[src/rtl/core/dpst_pkg.sv]
// Package for the dual-port serial transmitter: request and register codes,
// port count limits and reset constants. No dependencies.
package dpst_pkg;

  localparam int unsigned MAX_PORTS     = 2;
  localparam int unsigned DEF_NUM_PORTS = 2;

  localparam int unsigned BIT_TIME_W = 20;

  localparam logic [BIT_TIME_W-1:0] RESET_BIT_TIME = 20'd32;
  localparam logic [3:0]            BT_BASE_SHIFT  = 4'd5;
  localparam logic [3:0]            BYTE_BITS      = 4'd8;
  localparam int unsigned           TX_EN_BIT      = 5;

  typedef enum logic [1:0] {
    REQ_TICK  = 2'd0,
    REQ_WRITE = 2'd1,
    REQ_READ  = 2'd2
  } req_e;

  typedef enum logic [2:0] {
    REG_CLK_SEL = 3'd0,
    REG_RATE    = 3'd1,
    REG_CTRL    = 3'd2,
    REG_DATA    = 3'd3
  } reg_e;

endpackage

[src/rtl/core/dual_port_serial_transmitter_top.sv]
// Dual-port serial transmitter, top level.
// Depends on dpst_pkg (request codes, register codes, reset constants).
//
// Bus-driven transmitter with up to two ports. Each input word is a tick (one CPU
// cycle), a register write or a register read; address bit 3 picks the port,
// bits 2..0 the register (0 clock select, 1 rate, 2 control, 3 data). Data bytes
// go out LSB first, one bit per bit time, with a one-byte buffer behind the
// shifter. The block takes one word every cycle: a word is held in the input
// register, is applied to the port state in a single pass of logic, and its
// result word is registered in the output register when the word advances.
// Only a stalled output register holds the input side back. Reads return zero.
module dual_port_serial_transmitter_top
  import dpst_pkg::*;
#(
  parameter int unsigned NUM_PORTS = DEF_NUM_PORTS
) (
  input  logic       clk_i,
  input  logic       rst_ni,

  input  logic       in_valid_i,
  output logic       in_stall_o,
  input  logic [1:0] req_type_i,
  input  logic [3:0] addr_i,
  input  logic [7:0] wdata_i,

  output logic       out_valid_o,
  input  logic       out_stall_i,
  output logic [7:0] read_data_o,
  output logic [1:0] bit_strobe_o,
  output logic [1:0] bit_values_o,
  output logic [1:0] byte_done_o,
  output logic [7:0] byte_port0_o,
  output logic [7:0] byte_port1_o,
  output logic [1:0] dreq_raise_o,
  output logic [1:0] dreq_drop_o
);

  // input register
  logic       in_valid_q;
  logic [1:0] req_type_q;
  logic [3:0] addr_q;
  logic [7:0] wdata_q;

  logic       advance;
  logic       out_valid_q;

  assign advance    = in_valid_q && (!out_valid_q || !out_stall_i);
  assign in_stall_o = in_valid_q && out_valid_q && out_stall_i;

  always_ff @(posedge clk_i or negedge rst_ni) begin
    if (!rst_ni) begin
      in_valid_q <= 1'b0;
    end else if (!in_stall_o) begin
      in_valid_q <= in_valid_i;
    end
  end

  always_ff @(posedge clk_i) begin
    if (in_valid_i && !in_stall_o) begin
      req_type_q <= req_type_i;
      addr_q     <= addr_i;
      wdata_q    <= wdata_i;
    end
  end

  // per-port state
  logic [1:0]            cs_q     [NUM_PORTS];
  logic [1:0]            cs_d     [NUM_PORTS];
  logic [7:0]            rate_q   [NUM_PORTS];
  logic [7:0]            rate_d   [NUM_PORTS];
  logic [BIT_TIME_W-1:0] btime_q  [NUM_PORTS];
  logic [BIT_TIME_W-1:0] btime_d  [NUM_PORTS];
  logic [7:0]            ctrl_q   [NUM_PORTS];
  logic [7:0]            ctrl_d   [NUM_PORTS];
  logic                  bempty_q [NUM_PORTS];
  logic                  bempty_d [NUM_PORTS];
  logic [3:0]            brem_q   [NUM_PORTS];
  logic [3:0]            brem_d   [NUM_PORTS];
  logic [7:0]            shift_q  [NUM_PORTS];
  logic [7:0]            shift_d  [NUM_PORTS];
  logic [7:0]            hold_q   [NUM_PORTS];
  logic [7:0]            hold_d   [NUM_PORTS];
  logic [7:0]            asm_q    [NUM_PORTS];
  logic [7:0]            asm_d    [NUM_PORTS];
  logic [BIT_TIME_W-1:0] cnt_q    [NUM_PORTS];
  logic [BIT_TIME_W-1:0] cnt_d    [NUM_PORTS];

  // result of the word in the input register
  logic [MAX_PORTS-1:0] strobe_c, vals_c, done_c, raise_c, drop_c;
  logic [7:0]           bytes_c [MAX_PORTS];

  always_comb begin
    logic       b;
    logic       scan_ctrl;
    logic [8:0] rate_p1;
    logic [3:0] shamt;

    cs_d     = cs_q;
    rate_d   = rate_q;
    btime_d  = btime_q;
    ctrl_d   = ctrl_q;
    bempty_d = bempty_q;
    brem_d   = brem_q;
    shift_d  = shift_q;
    hold_d   = hold_q;
    asm_d    = asm_q;
    cnt_d    = cnt_q;

    strobe_c  = '0;
    vals_c    = '0;
    done_c    = '0;
    raise_c   = '0;
    drop_c    = '0;
    scan_ctrl = 1'b0;
    b         = 1'b0;
    rate_p1   = '0;
    shamt     = '0;
    for (int i = 0; i < MAX_PORTS; i++) begin
      bytes_c[i] = '0;
    end

    unique case (req_e'(req_type_q))
      REQ_TICK: begin
        for (int p = 0; p < NUM_PORTS; p++) begin
          if (brem_d[p] != 4'd0) begin
            if (cnt_d[p] > BIT_TIME_W'(1)) begin
              cnt_d[p] = cnt_d[p] - BIT_TIME_W'(1);
            end else begin
              b           = shift_d[p][0];
              shift_d[p]  = {1'b0, shift_d[p][7:1]};
              asm_d[p]    = {b, asm_d[p][7:1]};
              brem_d[p]   = brem_d[p] - 4'd1;
              strobe_c[p] = 1'b1;
              vals_c[p]   = b;
              if (brem_d[p] != 4'd0) begin
                cnt_d[p] = btime_q[p];
              end else begin
                done_c[p]  = 1'b1;
                bytes_c[p] = asm_d[p];
                if (!bempty_d[p]) begin
                  // buffered byte follows; the DMA scan sees ports in order
                  brem_d[p]   = BYTE_BITS;
                  shift_d[p]  = hold_d[p];
                  bempty_d[p] = 1'b1;
                  cnt_d[p]    = btime_q[p];
                  for (int q = 0; q < NUM_PORTS; q++) begin
                    if (bempty_d[q] && ctrl_d[q][TX_EN_BIT]) raise_c[q] = 1'b1;
                  end
                end
              end
            end
          end
        end
      end
      REQ_WRITE: begin
        for (int p = 0; p < NUM_PORTS; p++) begin
          if (addr_q[3] == 1'(p)) begin
            unique case (reg_e'(addr_q[2:0]))
              REG_CLK_SEL: cs_d[p] = wdata_q[1:0];
              REG_RATE: begin
                rate_d[p]  = wdata_q;
                rate_p1    = {1'b0, wdata_q} + 9'd1;
                shamt      = BT_BASE_SHIFT + {1'b0, cs_q[p], 1'b0};
                btime_d[p] = {11'b0, rate_p1} << shamt;
              end
              REG_CTRL: begin
                ctrl_d[p] = wdata_q;
                if (!wdata_q[TX_EN_BIT]) bempty_d[p] = 1'b1;
                scan_ctrl = 1'b1;
              end
              REG_DATA: begin
                if (!ctrl_q[p][TX_EN_BIT]) begin
                  hold_d[p] = wdata_q;
                end else if (brem_q[p] == 4'd0) begin
                  brem_d[p]   = BYTE_BITS;
                  shift_d[p]  = wdata_q;
                  bempty_d[p] = 1'b1;
                  cnt_d[p]    = btime_q[p];
                end else begin
                  hold_d[p]   = wdata_q;
                  bempty_d[p] = 1'b0;
                  drop_c[p]   = 1'b1;
                end
              end
              default: ;
            endcase
          end
        end
        if (scan_ctrl) begin
          for (int q = 0; q < NUM_PORTS; q++) begin
            if (bempty_d[q] && ctrl_d[q][TX_EN_BIT]) raise_c[q] = 1'b1;
          end
        end
      end
      default: ;
    endcase
  end

  always_ff @(posedge clk_i or negedge rst_ni) begin
    if (!rst_ni) begin
      for (int p = 0; p < NUM_PORTS; p++) begin
        cs_q[p]     <= '0;
        rate_q[p]   <= '0;
        btime_q[p]  <= RESET_BIT_TIME;
        ctrl_q[p]   <= '0;
        bempty_q[p] <= 1'b1;
        brem_q[p]   <= '0;
        shift_q[p]  <= '0;
        hold_q[p]   <= '0;
        asm_q[p]    <= '0;
        cnt_q[p]    <= '0;
      end
    end else if (advance) begin
      cs_q     <= cs_d;
      rate_q   <= rate_d;
      btime_q  <= btime_d;
      ctrl_q   <= ctrl_d;
      bempty_q <= bempty_d;
      brem_q   <= brem_d;
      shift_q  <= shift_d;
      hold_q   <= hold_d;
      asm_q    <= asm_d;
      cnt_q    <= cnt_d;
    end
  end

  // output register
  logic [1:0] strobe_q, vals_q, done_q, raise_q, drop_q;
  logic [7:0] byte0_q, byte1_q;

  always_ff @(posedge clk_i or negedge rst_ni) begin
    if (!rst_ni) begin
      out_valid_q <= 1'b0;
    end else if (advance) begin
      out_valid_q <= 1'b1;
    end else if (!out_stall_i) begin
      out_valid_q <= 1'b0;
    end
  end

  always_ff @(posedge clk_i) begin
    if (advance) begin
      strobe_q <= strobe_c;
      vals_q   <= vals_c;
      done_q   <= done_c;
      raise_q  <= raise_c;
      drop_q   <= drop_c;
      byte0_q  <= bytes_c[0];
      byte1_q  <= bytes_c[1];
    end
  end

  assign out_valid_o  = out_valid_q;
  assign read_data_o  = '0;
  assign bit_strobe_o = strobe_q;
  assign bit_values_o = vals_q;
  assign byte_done_o  = done_q;
  assign byte_port0_o = byte0_q;
  assign byte_port1_o = byte1_q;
  assign dreq_raise_o = raise_q;
  assign dreq_drop_o  = drop_q;

endmodule
[config.mk]
export PLATFORM = sky130hd
export DESIGN_NAME = dual_port_serial_transmitter_top
export DESIGN_NICKNAME = d
export VERILOG_FILES = /design/src/rtl/core/dpst_pkg.sv /design/src/rtl/core/dual_port_serial_transmitter_top.sv
export SDC_FILE = /design/constraint.sdc
export NUM_CORES = 1
export LEC_CHECK = 0
export BUFFER_PORTS_ARGS = -buffer_cell sky130_fd_sc_hd__buf_2
export CORE_MARGIN = 1.5
export CORE_UTILIZATION = 35
export CTS_BUF_LIST = sky130_fd_sc_hd__clkbuf_16
export DETAILED_ROUTE_END_ITERATION = 16
export SYNTH_ARGS = -nofsm -noshare
export SYNTH_HDL_FRONTEND = slang
export SYNTH_SLANG_ARGS = --single-unit
[constraint.sdc]
create_clock -name clk_i -period 4 [get_ports clk_i]
set_input_delay 0.2 -clock clk_i [delete_from_list [all_inputs] [get_ports clk_i]]
set_output_delay 0.2 -clock clk_i [all_outputs]
set_load 0.05 [all_outputs]
==> Word level (Yosys, flattened, before mapping) <==
Cells that the tools add are included.
{ "classes": {"shift": 2, "n_eq_ne": 21, "reduce_logical": 44, "n_bitwise": 9, "magnitude_cmp": 2, "mux": 110, "add_sub_neg": 7} }
{ "ops": {"columns": ["operator", "n"], "rows": [
  ["$mux W20", 16],
  ["$mux W8", 20],
  ["$pmux W40 S2", 1],
  ["$mux W4", 16],
  ["$gt A20 B1 Y1 const B", 2],
  ["$shl A9 B4 Y20", 2],
  ["$sub A20 B1 Y20 const B", 2],
  ["$mux W1", 36],
  ["$mux W6", 6],
  ["$pmux W16 S2", 1],
  ["$reduce_and A8 Y1", 4],
  ["$reduce_and A4 Y1", 7],
  ["$ne A2 B2 Y1 const B", 13],
  ["$mux W2", 9],
  ["$pmux W8 S2", 1],
  ["$reduce_bool A4 Y1", 4],
  ["$reduce_and A5 Y1", 3],
  ["$reduce_or A4 Y1", 3],
  ["$add A8 B1 Y9 const B", 1],
  ["$not A1 Y1", 9],
  ["$add A3 B3 Y4 const A", 2],
  ["$logic_and A1 B1 Y1", 8],
  ["$logic_not A4 Y1", 2],
  ["$ne A4 B4 Y1 const B", 2],
  ["other kinds (14)", 25]
]} }
{ "totals": {"out_inout_bits": 36, "elab_cells": 229, "in_bits": 18, "ff_bits": 186} }

==> Depth between registers and ports, before layout <==
Gate-level depths: netlist of run 1.
{ "depth": {"word_depth": 13, "ltp_mapped": 10, "mapped_depth_nobuf": 8} }

==> Worst setup path after synthesis of run 1 <==
OpenSTA, ideal clock, no wires.
{ "synth_path": {"path_kind": "reg2reg", "from": "register out_valid_q, in the netlist out_valid_o", "to": "register hold_q[0] (netlist bit)", "required_ns": 3.875, "period_less_slack_ns": 2.772, "n_path_buf": 0, "arrival_ns": 2.647, "path_stages_with_launch": 6, "setup_slack_ns": 1.228, "setup_time_ns": 0.125, "path_cell_list": "dfrtp_1 -> a21bo_2 -> inv_1 -> nand3_1 -> a211oi_2 -> mux2_2"} }
{ "synth_between": {"elab_chain_len": 4} }
{ "synth_rtl": {"columns": ["item", "line_no", "rtl"], "rows": [
  ["from (decl)", "dual_port_serial_transmitter_top.sv:45", "logic out_valid_q;"],
  ["from (signal assigned)", "dual_port_serial_transmitter_top.sv:233", "out_valid_q <= 1'b0;"],
  ["from (signal assigned)", "dual_port_serial_transmitter_top.sv:235", "out_valid_q <= 1'b1;"],
  ["from (signal assigned)", "dual_port_serial_transmitter_top.sv:237", "out_valid_q <= 1'b0;"],
  ["$logic_not A1 Y1", "dual_port_serial_transmitter_top.sv:47", "assign advance = in_valid_q && (!out_valid_q || !out_stall_i);"],
  ["$logic_or A1 B1 Y1", "dual_port_serial_transmitter_top.sv:47", null],
  ["$logic_and A1 B1 Y1", "dual_port_serial_transmitter_top.sv:47", null],
  ["net advance", "dual_port_serial_transmitter_top.sv:44", "logic advance;"],
  ["$reduce_and A5 Y1 (no line)", null, null],
  ["to (signal assigned)", "dual_port_serial_transmitter_top.sv:221", "hold_q <= hold_d;"],
  ["to (decl)", "dual_port_serial_transmitter_top.sv:81", "logic [7:0] hold_q [NUM_PORTS];"]
]} }
The timed path passes the listed nets, and every way through them passes these cells.
A chain may end at the register's enable or synchronous reset.

==> Final worst setup path of run 1 <==
{ "layout_path": {"from": "register brem_q[0] (netlist bit)", "to": "register cnt_q[19] (netlist bit)"} }
{ "layout_between": {"elab_chain_len": 6, "elab_cells_between_ends": 12, "classes_between": "1 x add/sub; 3 x eq/ne; 4 x mux; 4 x reduce/logical"} }
{ "layout_rtl": {"columns": ["item", "line_no", "rtl"], "rows": [
  ["from (decl)", "dual_port_serial_transmitter_top.sv:77", "logic [3:0] brem_q [NUM_PORTS];"],
  ["from (signal assigned)", "dual_port_serial_transmitter_top.sv:219", "brem_q <= brem_d;"],
  ["$sub A4 B1 Y4", "dual_port_serial_transmitter_top.sv:132", "brem_d[p] = brem_d[p] - 4'd1;"],
  ["$reduce_bool A4 Y1", "dual_port_serial_transmitter_top.sv:135", "if (brem_d[p] != 4'd0) begin"],
  ["$mux W20", "dual_port_serial_transmitter_top.sv:135", null],
  ["$mux W20", "dual_port_serial_transmitter_top.sv:126", "if (cnt_d[p] > BIT_TIME_W'(1)) begin"],
  ["$mux W20", "dual_port_serial_transmitter_top.sv:125", "if (brem_d[p] != 4'd0) begin"],
  ["$pmux W40 S2", "dual_port_serial_transmitter_top.sv:122", "unique case (req_e'(req_type_q))"],
  ["to (signal assigned)", "dual_port_serial_transmitter_top.sv:223", "cnt_q <= cnt_d;"],
  ["to (decl)", "dual_port_serial_transmitter_top.sv:85", "logic [BIT_TIME_W-1:0] cnt_q [NUM_PORTS];"]
]} }
Parallel ways exist; a longest one is shown, timed or not. The select of a mux whose other input is x is not followed.

==> results of run 1 <==
metrics by stage:
step | setup slack (ps) | std cells | utilization (%) | hold slack (ps)
finish | 1020 | 1312 | 40.2 | 425
global route | 653 | 1312 | 40.2 | 465
CTS | 1000 | 1312 | 40.2 | 460
detailed placement | 1010 | 1263 | 37.4 | 357
global placement | 1140 | 1263 | 37.4 | 361
floorplan | 1230 | 933 | - | -95.6
cell families (layout without fill, tap and decap cells):
kind of cell | count (synthesis) | count (layout) | synth area share [%]
AOI/OAI and AO/OA | 258 | 258 | 18.0
xor gates and xnor gates | 5 | 5 | 0.474
adders and majority gates | 10 | 10 | 1.35
buffers and inverters | 96 | 140 | 4.71
DFF | 182 | 182 | 51.5
muxes | 53 | 53 | 6.20
other | 1 | 8 | 0.0406
and+or+nand+nor | 321 | 321 | 17.7
final timing paths:
| kind | start | to | slack (ps) | cells after the start |
|---|---|---|---|---|
| max | brem_q[0] | cnt_q[19] | 1020 | 8 |
| min | rst_ni | cnt_q[5] | 420 | 2 |
| max reg2reg | brem_q[0] | cnt_q[19] | 1020 | 8 |
| min reg2reg | btime_q[6] | btime_q[6] | 470 | 2 |
| max in group asynchronous | rst_ni | btime_q[25] | 2610 | 3 |
| min in group clk_i | btime_q[6] | btime_q[6] | 470 | 2 |
flip-flops by register name, summed over array words and instances (netlist names):
signal	flops
shift_q	16
in_valid_q	1
brem_q	8
byte_port1_o	8
cs_q	4
cnt_q	40
ctrl_q	2
bit_values_o	2
dreq_drop_o	2
hold_q	16
addr_q	4
byte_done_o	2
req_type_q	2
bempty_q	2
wdata_q	8
out_valid_o	1
byte_port0_o	8
bit_strobe_o	2
asm_q	14
dreq_raise_o	2
btime_q	38
per-layer routing:
metal  vias up  GRT usage (%)  part of all wire [%]
li1       3434              -                     -
met1      3502           25.2                    51
met2       123           25.5                    45
met3        13           2.47                   3.5
met4         0           4.71                   1.0
met5         -              0                     0
final cells by class:
| class | count | area, sq um | share of cell area, % |
|---|---|---|---|
| Clock buffer | 17 | 425 | 4.07 |
| Clock inverter | 15 | 138 | 1.32 |
| Inverter | 31 | 116 | 1.11 |
| Multi-Input combinational cell | 655 | 4080 | 39.1 |
| Sequential cell | 182 | 4760 | 45.5 |
| Tap cell | 335 | 419 | 4.01 |
| Timing Repair Buffer | 77 | 514 | 4.92 |
repair_timing:
item | in CTS | in global routing
resized for setup | 0 | 0
hold buffers | 17 | 0
hold endpoints to repair | 106 | 0
setup buffers | 0 | 0
synthesized netlist by cell type (all sizes together) (4+ instances only):
cell	n
dfstp	4
clkbuf	43
nor2b	5
o31ai	7
nor2	78
and3	7
nand2b	6
and2	30
dfrtp	138
mux2	34
o22ai	12
a221oi	4
inv	31
a31oi	12
nand4	6
nor3	27
or2	7
nand3b	5
mux2i	19
edfxtp	40
o21ai	84
o41ai	8
buf	22
a211oi	15
nor4	23
o21a	4
or4	5
a21o	14
or3	8
nand2	78
ha	10
nand3	23
a21oi	57
nor3b	7
a2bb2oi	4
o31a	6
power by group:
| part | switching (W) | internal, W | leakage (nW) |
|---|---|---|---|
| Sequential | 0.000374 | 0.00224 | 2.24 |
| Clock | 0.000735 | 0.000913 | 0.279 |
| Combinational | 0.000715 | 0.000500 | 1.87 |
==> results.md, run 1 <==
* Run status: completed
* Final estimated routing congestion in global placement at 0.841
* Area inside the core boundary at 26000 sq um
* Effective utilization at floorplan at 35.6%
* Cell type with the largest total area after synthesis: dfrtp_1
* CP max FO at 11
* Initial detailed-routing violation count at 553
* Max-cap check violation count at 0
* Max rail drop VDD at 236 uV
* Clock buffer count from CTS at 17
* Maximum number of pins on one net before global-route repair at 93
* Final standard cell area without fillers at 10500 sq um
* Number of remaining DRC errors at 0
* Total Power Consumption at 0.00548 W
* Average via count per standard cell at 5.39
* Setup repair after global routing missed its margin: false
* Setup skew after layout at 10.2 ps
* Total setup violations reported at the end of the flow at 0
* Cell leakage power at 4.40 nW
* Crit path cell chain: inv_1 -> ha_1 -> or3b_2 -> nor4_1 -> o21ai_0 -> a41oi_1 -> o21ai_0 -> o2bb2ai_1
* Top delay family on crit path: compound AO/OA/AOI/OAI gates
* Max-slew violation count at 0
* Count of state elements after synthesis at 182
* Antenna Violating Nets Remaining at 0
* Number of buffer and inverter stages on the critical path at 1
* Netlist Area Pre-Place at 9240 sq um
* Count of H-tree levels built during CTS at 4
* Fraction of synthesized cell area taken by the top area cell type at 37.4%
* Total Nets Final at 992
* Number of optimization iterations in the first detailed-route pass at 5
* Post-place instance area at 9720 sq um
* Worst endpoint data arrival time at 3280 ps
* Floorplan row count at 59
* Worst min-delay path category: in -> async
* Leading register cell type out of synthesis: dfrtp_1
* Fmax at 0.336 GHz
* Most common cell on crit path: o21ai_0
* Yosys warnings at 0
* CTS tree: yes
* Clock latency at the later pin of the worst-skew pair at 430 ps
* Ranking of synthesized cells by area: dfrtp_1 (37%), edfxtp_1 (13%), o21ai_0 (4.3%), mux2_2 (4.1%), nand2_1 (3.2%)
* Register area share after synthesis at 51.5%
* Stage delay of the slowest cell on the critical path at 730 ps
* Total negative slack for setup checks at 0 ps
* Proportion of layout cells with a drive suffix above 1 at 15.7%
* Normalized max-slew margin at 39.6%
* Cell at the root of the clock tree: clkbuf_16
* Via count at 7072
* Max Root-Sink Buffers at 2
* DIE AREA at 27400 sq um
* Fraction of registers with async set/reset at 78.0%
* Wire length of the first global-routing pass at 36.3 mm
* Post-synthesis cell type count at 74
* Top-level I/O count at 54
* Floorplan die height at 166 um
* Actual transition at the worst max-transition pin at 904 ps
* Syn Area/Cell at 9.98 sq um
* Power Density at 524 nW/um^2
* Number of global-route vias before repair at 6691
* Antenna diode instance count at 0
* Endpoints failing hold at 0
* Overall routed net length at 21.9 mm
* Final cycle utilization of the critical path at 74.5%
* Critical Path Source Type: register
* Number of fill cells in the layout at 2584
* Worst Path Class, Setup: reg -> reg
* Capturing element type of the critical path: register
* Mapped Cells at 926
* Initial antenna violation count at 0
* Synth-to-Final Area Change at 13.1%
* Clock input transition at the sequential cells of the worst setup and hold paths at 70 ps
* Placed wire-length estimate after detailed placement at 14.6 mm
* Die X at 166 um
* Min cycle time layout at 2980 ps
* Worst endpoint required time at 4310 ps
* Number of enable flip-flop cells after synthesis at 40
* Leading cell type in the layout, fill and taps excluded: dfrtp_1
* Highest-delay cell along the critical path: a41oi_1
* Detail-routed net length per standard cell at 16.7 um
* Total overflow reported by the global router at 0
* Total track usage at 16.9%
* TritonCTS Sinks at 182
* Buffers on Ports at 45
* Most frequent cells in the layout: dfrtp_1 (138), o21ai_0 (80), nand2_1 (78), nor2_1 (78), a21oi_1 (57)
(Power assumes the default switching activity.)
==> run 2, diff against run 1 <==
--- a/config.mk
+++ b/config.mk
@@ -5,6 +5,7 @@
 export SDC_FILE = /design/constraint.sdc
 export NUM_CORES = 1
 export LEC_CHECK = 0
+export ABC_AREA = 1
 export BUFFER_PORTS_ARGS = -buffer_cell sky130_fd_sc_hd__buf_2
 export CORE_MARGIN = 1.5
 export CORE_UTILIZATION = 35
==> constraint.sdc (replaced) <==
create_clock -name clk_i -period 2.4 [get_ports clk_i]
set_input_delay 0.12 -clock clk_i [delete_from_list [all_inputs] [get_ports clk_i]]
set_output_delay 0.12 -clock clk_i [all_outputs]
set_load 0.05 [all_outputs]
==> run 2 against run 1 <==
Sequential cell count stayed put. Worst setup slack lost 820 ps. Power grew 100%. Clock power up 80%. Sequential share of layout area down 2.6 points. Combinational power rose to 3.1 times the previous value. Die area up 4.8%.
==> results.md, run 2 <==
* Length of routed met2 wiring at 10.5 mm (was 9.73 mm)
* Total negative slack for setup checks at 0 ps (unchanged)
* Total Nets Final at 1277 (was 992)
* Fmax at 0.456 GHz (was 0.336 GHz)
* Endpoints failing hold at 0 (unchanged)
* Reg with most FFs: cnt_q (unchanged)
* Number of global-route vias before repair at 7401 (was 6691)
* Most common cell in the netlist: nand2_1 (was dfrtp_1)
* Worst Path Class, Setup: reg -> reg (unchanged)
* Max Root-Sink Buffers at 2 (unchanged)
* Number of fill cells in the layout at 2801 (was 2584)
* Number of enable flip-flop cells after synthesis at 40 (unchanged)
* CP max FO at 24 (was 11)
* Fraction of synthesized cell area taken by the top area cell type at 35.6% (was 37.4%)
* Reg-to-reg critical path startpoint: brem_q[0] (unchanged)
* Crit path from: brem_q[0] (unchanged)
* Total setup violations reported at the end of the flow at 0 (unchanged)
* Average via count per standard cell at 4.85 (was 5.39)
* Synth-to-Final Area Change at 14.3% (was 13.1%)
* Proportion of layout cells with a drive suffix above 1 at 14.2% (was 15.7%)
* Overall routed net length at 23.1 mm (was 21.9 mm)
* Ranking of synthesized cells by area: dfrtp_1 (36%), edfxtp_1 (12%), nand2_1 (12%), o21ai_0 (5.8%), inv_1 (4.8%) (was dfrtp_1 (37%), edfxtp_1 (13%), o21ai_0 (4.3%), mux2_2 (4.1%), nand2_1 (3.2%))
* Floorplan row count at 60 (was 59)
* Normalized max-slew margin at 55.3% (was 39.6%)
* Initial detailed-routing violation count at 625 (was 553)
* Effective utilization at floorplan at 35.8% (was 35.6%)
* Actual transition at the worst max-transition pin at 670 ps (was 904 ps)
* Wire length of the first global-routing pass at 38.6 mm (was 36.3 mm)
* Worst endpoint required time at 2770 ps (was 4310 ps)
* Worst min-delay path category: in -> async (unchanged)
* Die X at 169 um (was 166 um)
* Detail-routed net length per standard cell at 14.1 um (was 16.7 um)
* Setup repair after global routing missed its margin: false (unchanged)
* Register area share after synthesis at 49.1% (was 51.5%)
* Wl on met1 at 11.2 mm (was 11.1 mm)
* TritonCTS Sinks at 182 (unchanged)
* Buffers on Ports at 45 (unchanged)
* Total setup buffers inserted after CTS at 0 (unchanged)
* Syn Area/Cell at 8.22 sq um (was 9.98 sq um)
* Yosys warnings at 0 (unchanged)
* Clock latency at the later pin of the worst-skew pair at 440 ps (was 430 ps)
* Leading cell type in the layout, fill and taps excluded: nand2_1 (was dfrtp_1)
* Antenna Violating Nets Remaining at 0 (unchanged)
* Maximum number of pins on one net before global-route repair at 50 (was 93)
* Cell type with the largest total area after synthesis: dfrtp_1 (unchanged)
* Netlist Area Pre-Place at 9700 sq um (was 9240 sq um)
* Final cycle utilization of the critical path at 91.4% (was 74.5%)
* Via count at 7922 (was 7072)
* Fraction of registers with async set/reset at 78.0% (unchanged)
* Count of H-tree levels built during CTS at 4 (unchanged)
* Synth cell count leaders: nand2_1 (310), dfrtp_1 (138), inv_1 (124), nor2_1 (123), o21ai_0 (113) (was dfrtp_1 (138), o21ai_0 (80), nand2_1 (78), nor2_1 (78), a21oi_1 (57))
* Max-slew violation count at 0 (unchanged)
* Power Density at 1010 nW/um^2 (was 524 nW/um^2)
* Final Hold Slack at 167 ps (was 425 ps)
* Max FFs per register at 40 (unchanged)
* Final estimated routing congestion in global placement at 0.862 (was 0.841)
* Cell at the root of the clock tree: clkbuf_16 (unchanged)
* Total overflow reported by the global router at 0 (unchanged)
* Max-cap check violation count at 0 (unchanged)
* CTS tree: yes (unchanged)
* Worst endpoint data arrival time at 2560 ps (was 3280 ps)
* Mapped Cells at 1180 (was 926)
* Placed wire-length estimate after detailed placement at 16.5 mm (was 14.6 mm)
* Floorplan die height at 169 um (was 166 um)
* Most frequent cells in the layout: nand2_1 (310), dfrtp_1 (138), inv_1 (124) (was dfrtp_1 (138), o21ai_0 (80), nand2_1 (78), nor2_1 (78), a21oi_1 (57))
* Critical Path Source Type: register (unchanged)
* Post-synthesis cell type count at 53 (was 74)
* Met3 routed wirelength at 890 um (was 766 um)
* Max rail drop VDD at 499 uV (was 236 uV)
* Top metal layer carrying routed signals: met4 (unchanged)
* Clock input transition at the sequential cells of the worst setup and hold paths at 80 ps (was 70 ps)
* Area inside the core boundary at 27100 sq um (was 26000 sq um)
* Count of state elements after synthesis at 182 (unchanged)
* Total track usage at 16.8% (was 16.9%)
* Capturing element type of the critical path: register (unchanged)
* Min cycle time layout at 2190 ps (was 2980 ps)
* Number of optimization iterations in the first detailed-route pass at 7 (was 5)
* Number of remaining DRC errors at 0 (unchanged)
* Clock buffer count from CTS at 17 (unchanged)
* Setup skew after layout at 16.6 ps (was 10.2 ps)
* Top-level I/O count at 54 (unchanged)
* Largest registers: cnt_q (40), btime_q (38) (unchanged)
* DIE AREA at 28700 sq um (was 27400 sq um)
* Leading register cell type out of synthesis: dfrtp_1 (unchanged)
* Cell leakage power at 5.21 nW (was 4.40 nW)
* Initial antenna violation count at 0 (unchanged)
* Antenna diode instance count at 0 (unchanged)
* Run status: completed (unchanged)
## run 2: cell count changes after synthesis, sizes merged, moves of 16 or more
| cell | previous run | this run |
|---|---|---|
| clkbuf | 43 | 7 |
| and2 | 30 | 0 |
| mux2 | 34 | 0 |
| mux2i | 19 | 0 |
| nand2 | 78 | 325 |
| nand3 | 23 | 50 |
| nor4 | 23 | 3 |
| nor2 | 78 | 145 |
| inv | 31 | 137 |
| nor3 | 27 | 11 |
| o21ai | 84 | 143 |
## run 2: repair_timing
| item | CTS | global route |
|---|---|---|
| resized for setup | 0 | 2 |
| hold buffers | 17 | 0 |
| hold endpoints to repair | 60 | 0 |
| setup endpoints to repair | 0 | 4 |
## run 2: routing by layer
layer	up-vias	track usage [%]
li1	3960	-
met1	3745	24.8
met2	190	25.6
met3	27	1.94
met4	0	6.04
met5	-	0
## run 2: cell type report
type | count | area (sq um) | area share (%)
flip-flops and latches | 182 | 4760 | 42.9
multi-input cells | 829 | 4140 | 37.4
repair buffers | 82 | 564 | 5.09
inverters | 137 | 524 | 4.73
well taps | 372 | 465 | 4.20
clock buffers | 17 | 425 | 3.84
clock inverters | 15 | 204 | 1.84
## run 2: metrics by stage
| step | instances | setup WS [ps] | total power, W | utilization (%) | area, sq um |
|---|---|---|---|---|---|
| 2_1_floorplan | 1187 | 9.52 | 0.00737 | - | 9720 |
| 3_3_place_gp | 1585 | 224 | 0.00819 | 38.0 | 10300 |
| 3_5_place_dp | 1585 | 212 | 0.00825 | 38.0 | 10300 |
| 4_1_cts | 1634 | 186 | 0.0113 | 40.9 | 11100 |
| 5_1_grt | 1634 | 1.71 | 0.0120 | 40.9 | 11100 |
| 6_report | 1634 | 206 | 0.0112 | 40.9 | 11100 |
## run 2: path summary, 6_finish.rpt
kind	to	slack [ps]	depth (start not counted)
hold reg to reg	hold_q[0]	490	2
hold / removal	cnt_q[21]	170	2
max in group asynchronous	bempty_q[1]	1480	3
setup / recovery	cnt_q[0]	210	10
min in group clk_i	wdata_q[4]	380	2
setup reg to reg	cnt_q[0]	210	10
## run 2: power by group
group,internal [W],switching [W],total [W]
combinational,0.00130,0.00243,0.00373
sequential,0.00390,0.000604,0.00451
clock,0.00146,0.00151,0.00297
## run 2: logic make-up (layout without fill, tap and decap cells)
| kind of cell | Yosys count | in the layout | synth area share (%) |
|---|---|---|---|
| other | 1 | 8 | 0.0387 |
| AOI/OAI and AO/OA | 239 | 239 | 14.1 |
| xor gates and xnor gates | 18 | 18 | 1.70 |
| buffers and inverters | 176 | 251 | 8.46 |
| adders and majority gates | 10 | 10 | 1.29 |
| and+or+nand+nor | 554 | 554 | 25.3 |
| DFF | 182 | 182 | 49.1 |
## run 2: worst max-delay path, cell delays in order (launching register included)
cell     delay, ps
dfrtp_1        380
inv_1          130
ha_1           220
nand3_1        190
nor2_1         160
a21oi_2        110
nor2_8         220
nand2_4        190
inv_4          300
nand3_1        140
o21ai_2         80
==> run 3, diff against run 2 <==
--- a/config.mk
+++ b/config.mk
@@ -7,7 +7,6 @@
 export LEC_CHECK = 0
 export ABC_AREA = 1
 export BUFFER_PORTS_ARGS = -buffer_cell sky130_fd_sc_hd__buf_2
-export CORE_MARGIN = 1.5
 export CORE_UTILIZATION = 35
 export CTS_BUF_LIST = sky130_fd_sc_hd__clkbuf_16
 export DETAILED_ROUTE_END_ITERATION = 16
==> constraint.sdc (replaced) <==
create_clock -name clk_i -period 1.9 [get_ports clk_i]
set_input_delay 0.095 -clock clk_i [delete_from_list [all_inputs] [get_ports clk_i]]
set_output_delay 0.095 -clock clk_i [all_outputs]
set_load 0.05 [all_outputs]
==> run 3 against run 2 <==
Sequential share of layout area is 4.7 points lower. Register-to-register slack got worse by 180 ps. Combinational power grew 77%. Die area fell by 1.2%. Worst setup slack got worse by 180 ps. Cell area is 12% higher. Largest power group is now combinational cells. Critical endpoint is now cnt_q[10]. Critical path type unchanged. Utilization up 5.1 points. Largest cell class unchanged. Sequential cell count unchanged. Global-route usage is 1.0 points higher.
==> results.md, run 3 (synthesis gave the netlist of run 2 again) <==
* Run status: completed (unchanged)
* Fmax at 0.535 GHz (was 0.456 GHz)
* Highest-delay cell along the critical path: dfrtp_1 (unchanged)
* Normalized max-slew margin at 66.6% (was 55.3%)
* Total stage count of the critical path at 14 (was 10)
* Effective utilization at floorplan at 35.8% (unchanged)
* Placed wire-length estimate after detailed placement at 17.4 mm (was 16.5 mm)
* Reg-to-reg critical path startpoint: brem_q[1] (was brem_q[0])
* Post-route worst setup slack at 30.3 ps (was 206 ps)
* CTS tree: yes (unchanged)
* Number of remaining DRC errors at 0 (unchanged)
* Cell at the root of the clock tree: clkbuf_16 (unchanged)
* Antenna diode instance count at 0 (unchanged)
* Worst Path Class, Setup: reg -> reg (unchanged)
* Clock input transition at the sequential cells of the worst setup and hold paths at 80 ps (about the same)
* Worst endpoint data arrival time at 2190 ps (was 2560 ps)
* Comb pwr share at 41.5% (was 33.3%)
* Min cycle time layout at 1870 ps (was 2190 ps)
* Switching share of power at 39.6% (was 40.6%)
* Synth-to-Final Area Change at 28.5% (was 14.3%)
* Detail-routed net length per standard cell at 14.6 um (was 14.1 um)
* Wl on met1 at 12.0 mm (was 11.2 mm)
* TritonCTS Sinks at 182 (unchanged)
* Max Root-Sink Buffers at 2 (unchanged)
* Via count at 8402 (was 7922)
* Max-cap check violation count at 0 (unchanged)
* Worst slack at placement at -68.2 ps (was 212 ps)
* Critical path endpoint: cnt_q[10] (was cnt_q[0])
* Initial antenna violation count at 0 (unchanged)
* Total negative slack for setup checks at 0 ps (unchanged)
* Number of optimization iterations in the first detailed-route pass at 5 (was 7)
* Total track usage at 17.9% (was 16.8%)
* Number of buffer and inverter stages on the critical path at 4 (was 2)
* Proportion of layout cells with a drive suffix above 1 at 26.6% (was 14.2%)
* Slack of the worst reg-to-reg path at 30 ps (was 210 ps)
* Clock buffer count from CTS at 17 (unchanged)
* Floorplan die height at 168 um (was 169 um)
* Top delay family on crit path: simple AND/OR/NAND/NOR gates (unchanged)
* Post-place instance area at 10900 sq um (was 10300 sq um)
* Cell internal power dissipation at 0.00961 W (was 0.00666 W)
* Final standard cell area without fillers at 12500 sq um (was 11100 sq um)
* Switching pwr at 0.00631 W (was 0.00455 W)
* Total setup violations reported at the end of the flow at 0 (unchanged)
* Maximum number of pins on one net before global-route repair at 49 (was 50)
* Floorplan row count at 60 (unchanged)
* Buffers on Ports at 45 (unchanged)
* Crit path cell chain: buf_4 -> nor2_2 -> nand2_1 -> nand2_1 -> nand2_2 -> nor2_4 -> inv_1 -> nor2_2 -> nand2_4 -> nand2_8 -> buf_12 -> inv_8 -> o211ai_2 -> nand2_1 (was inv_1 -> ha_1 -> nand3_1 -> nor2_1 -> a21oi_2 -> nor2_8 -> nand2_4 -> inv_4 -> nand3_1 -> o21ai_2)
* Setup repair after global routing missed its margin: true (was false)
* Clock network power share at 22.9% (was 26.5%)
* Crit path from: brem_q[1] (was brem_q[0])
* Length of routed met2 wiring at 11.9 mm (was 10.5 mm)
* Wire length of the first global-routing pass at 40.5 mm (was 38.6 mm)
* Max FFs per register at 40 (unchanged)
* CP max FO at 6 (was 24)
* Initial detailed-routing violation count at 600 (was 625)
* DIE AREA at 28400 sq um (was 28700 sq um)
* Max-slew violation count at 0 (unchanged)
* Leading cell type in the layout, fill and taps excluded: nand2_1 (unchanged)
* Antenna Violating Nets Remaining at 0 (unchanged)
* Endpoints failing hold at 0 (unchanged)
* Clock latency at the later pin of the worst-skew pair at 440 ps (about the same)
* Most common cell on crit path: nand2_1 (was nand3_1)
* Worst endpoint required time at 2220 ps (was 2770 ps)
* Most frequent cells in the layout: nand2_1 (288), dfrtp_1 (137), inv_1 (108) (was nand2_1 (310), dfrtp_1 (138), inv_1 (124))
* Number of fill cells in the layout at 2606 (was 2801)
* Capturing element type of the critical path: register (unchanged)
* Total Power Consumption at 0.0159 W (was 0.0112 W)
* Count of H-tree levels built during CTS at 4 (unchanged)
* Setup skew after layout at 15.1 ps (was 16.6 ps)
* Worst min-delay path category: in -> async (unchanged)
* Final estimated routing congestion in global placement at 0.835 (was 0.862)
* Capture instance of the worst register-to-register path: cnt_q[10] (was cnt_q[0])
* Cell leakage power at 5.82 nW (was 5.21 nW)
* Met3 routed wirelength at 869 um (was 890 um)
* Number of global-route vias before repair at 7904 (was 7401)
* Actual transition at the worst max-transition pin at 501 ps (was 670 ps)
* Average via count per standard cell at 4.85 (about the same)
* Total overflow reported by the global router at 0 (unchanged)
* Final cycle utilization of the critical path at 98.4% (was 91.4%)
* Top metal layer carrying routed signals: met4 (unchanged)
* Top-level I/O count at 54 (unchanged)
* Sequential share of power at 35.6% (was 40.2%)
* Overall routed net length at 25.2 mm (was 23.1 mm)
* Reg with most FFs: cnt_q (unchanged)
* Max rail drop VDD at 530 uV (was 499 uV)
* Count of non-filler cells in the finished layout at 1733 (was 1634)
* Cells on worst reg2reg path at 14 (was 10)
* Power Density at 1280 nW/um^2 (was 1010 nW/um^2)
* Die X at 168 um (was 169 um)
* Largest registers: cnt_q (40), btime_q (38) (unchanged)
* Critical Path Source Type: register (unchanged)
* Stage delay of the slowest cell on the critical path at 400 ps (was 380 ps)
* Total Nets Final at 1376 (was 1277)
* Area inside the core boundary at 27100 sq um (unchanged)
* Placed instance count at 1651 (was 1585)
==> run 3: cell count changes in the layout (fill, tap and decap cells not counted), moves of 7 or more <==
cell and delta:
buf_4 +77, nor2_2 +8, ha_1 -7, a21oi_2 +12, o21ai_0 -20, inv_1 -16, a21oi_1 -13, inv_2 +13
nand2_2 +13, nor2_4 +9, nand2_1 -22, o21ai_1 +19, nor2_1 -17, buf_12 +9
==> run 3: timing repair <==
action	in CTS	in global routing
cloned	0	4
setup endpoints to repair	30	115
resized for setup	8	149
pin swaps	1	34
setup buffers	1	28
hold endpoints to repair	61	0
hold buffers	17	0
==> run 3: power by group through the flow <==
| stage | combinational (W) | sequential, W | clock [W] |
|---|---|---|---|
| after CTS | 0.00557 | 0.00559 | 0.00372 |
| after global routing | 0.00736 | 0.00579 | 0.00389 |
| after detailed placement | 0.00549 | 0.00566 | 0 |
| after floorplan | 0.00359 | 0.00573 | 0 |
| after global placement | 0.00539 | 0.00564 | 0 |
| final | 0.00661 | 0.00566 | 0.00365 |
==> run 3: final cells by class <==
class,count,area [sq um],share of cell area [%]
Timing Repair inverter,2,20.0,0.161
Inverter,137,551,4.42
Sequential cell,182,4760,38.2
Multi-Input combinational cell,829,4590,36.8
Clock buffer,17,425,3.41
Timing Repair Buffer,179,1480,11.8
Tap cell,372,465,3.73
Clock inverter,15,179,1.44
==> run 3: metal layers <==
metal | vias to the layer above | GRT usage [%]
li1 | 4177 | -
met1 | 4018 | 25.1
met2 | 175 | 28.5
met3 | 32 | 2.78
met4 | 0 | 5.45
met5 | - | 0
==> run 3: stage by stage <==
step           utilization [%]  hold slack, ps
5_1_grt                   46.0             201
4_1_cts                   43.2             194
6_report                  46.0             163
2_1_floorplan                -            -201
3_3_place_gp              40.2            88.7
3_5_place_dp              40.2            85.3
==> run 3: worst min path at each step <==
stage           start   endpoint  cells after the start
6_report       rst_ni  cnt_q[28]                      2
5_1_grt        rst_ni  cnt_q[28]                      2
4_1_cts        rst_ni  cnt_q[28]                      2
3_5_place_dp   rst_ni  cnt_q[28]                      1
3_3_place_gp   rst_ni  cnt_q[26]                      1
2_1_floorplan  rst_ni  asm_q[10]                      0
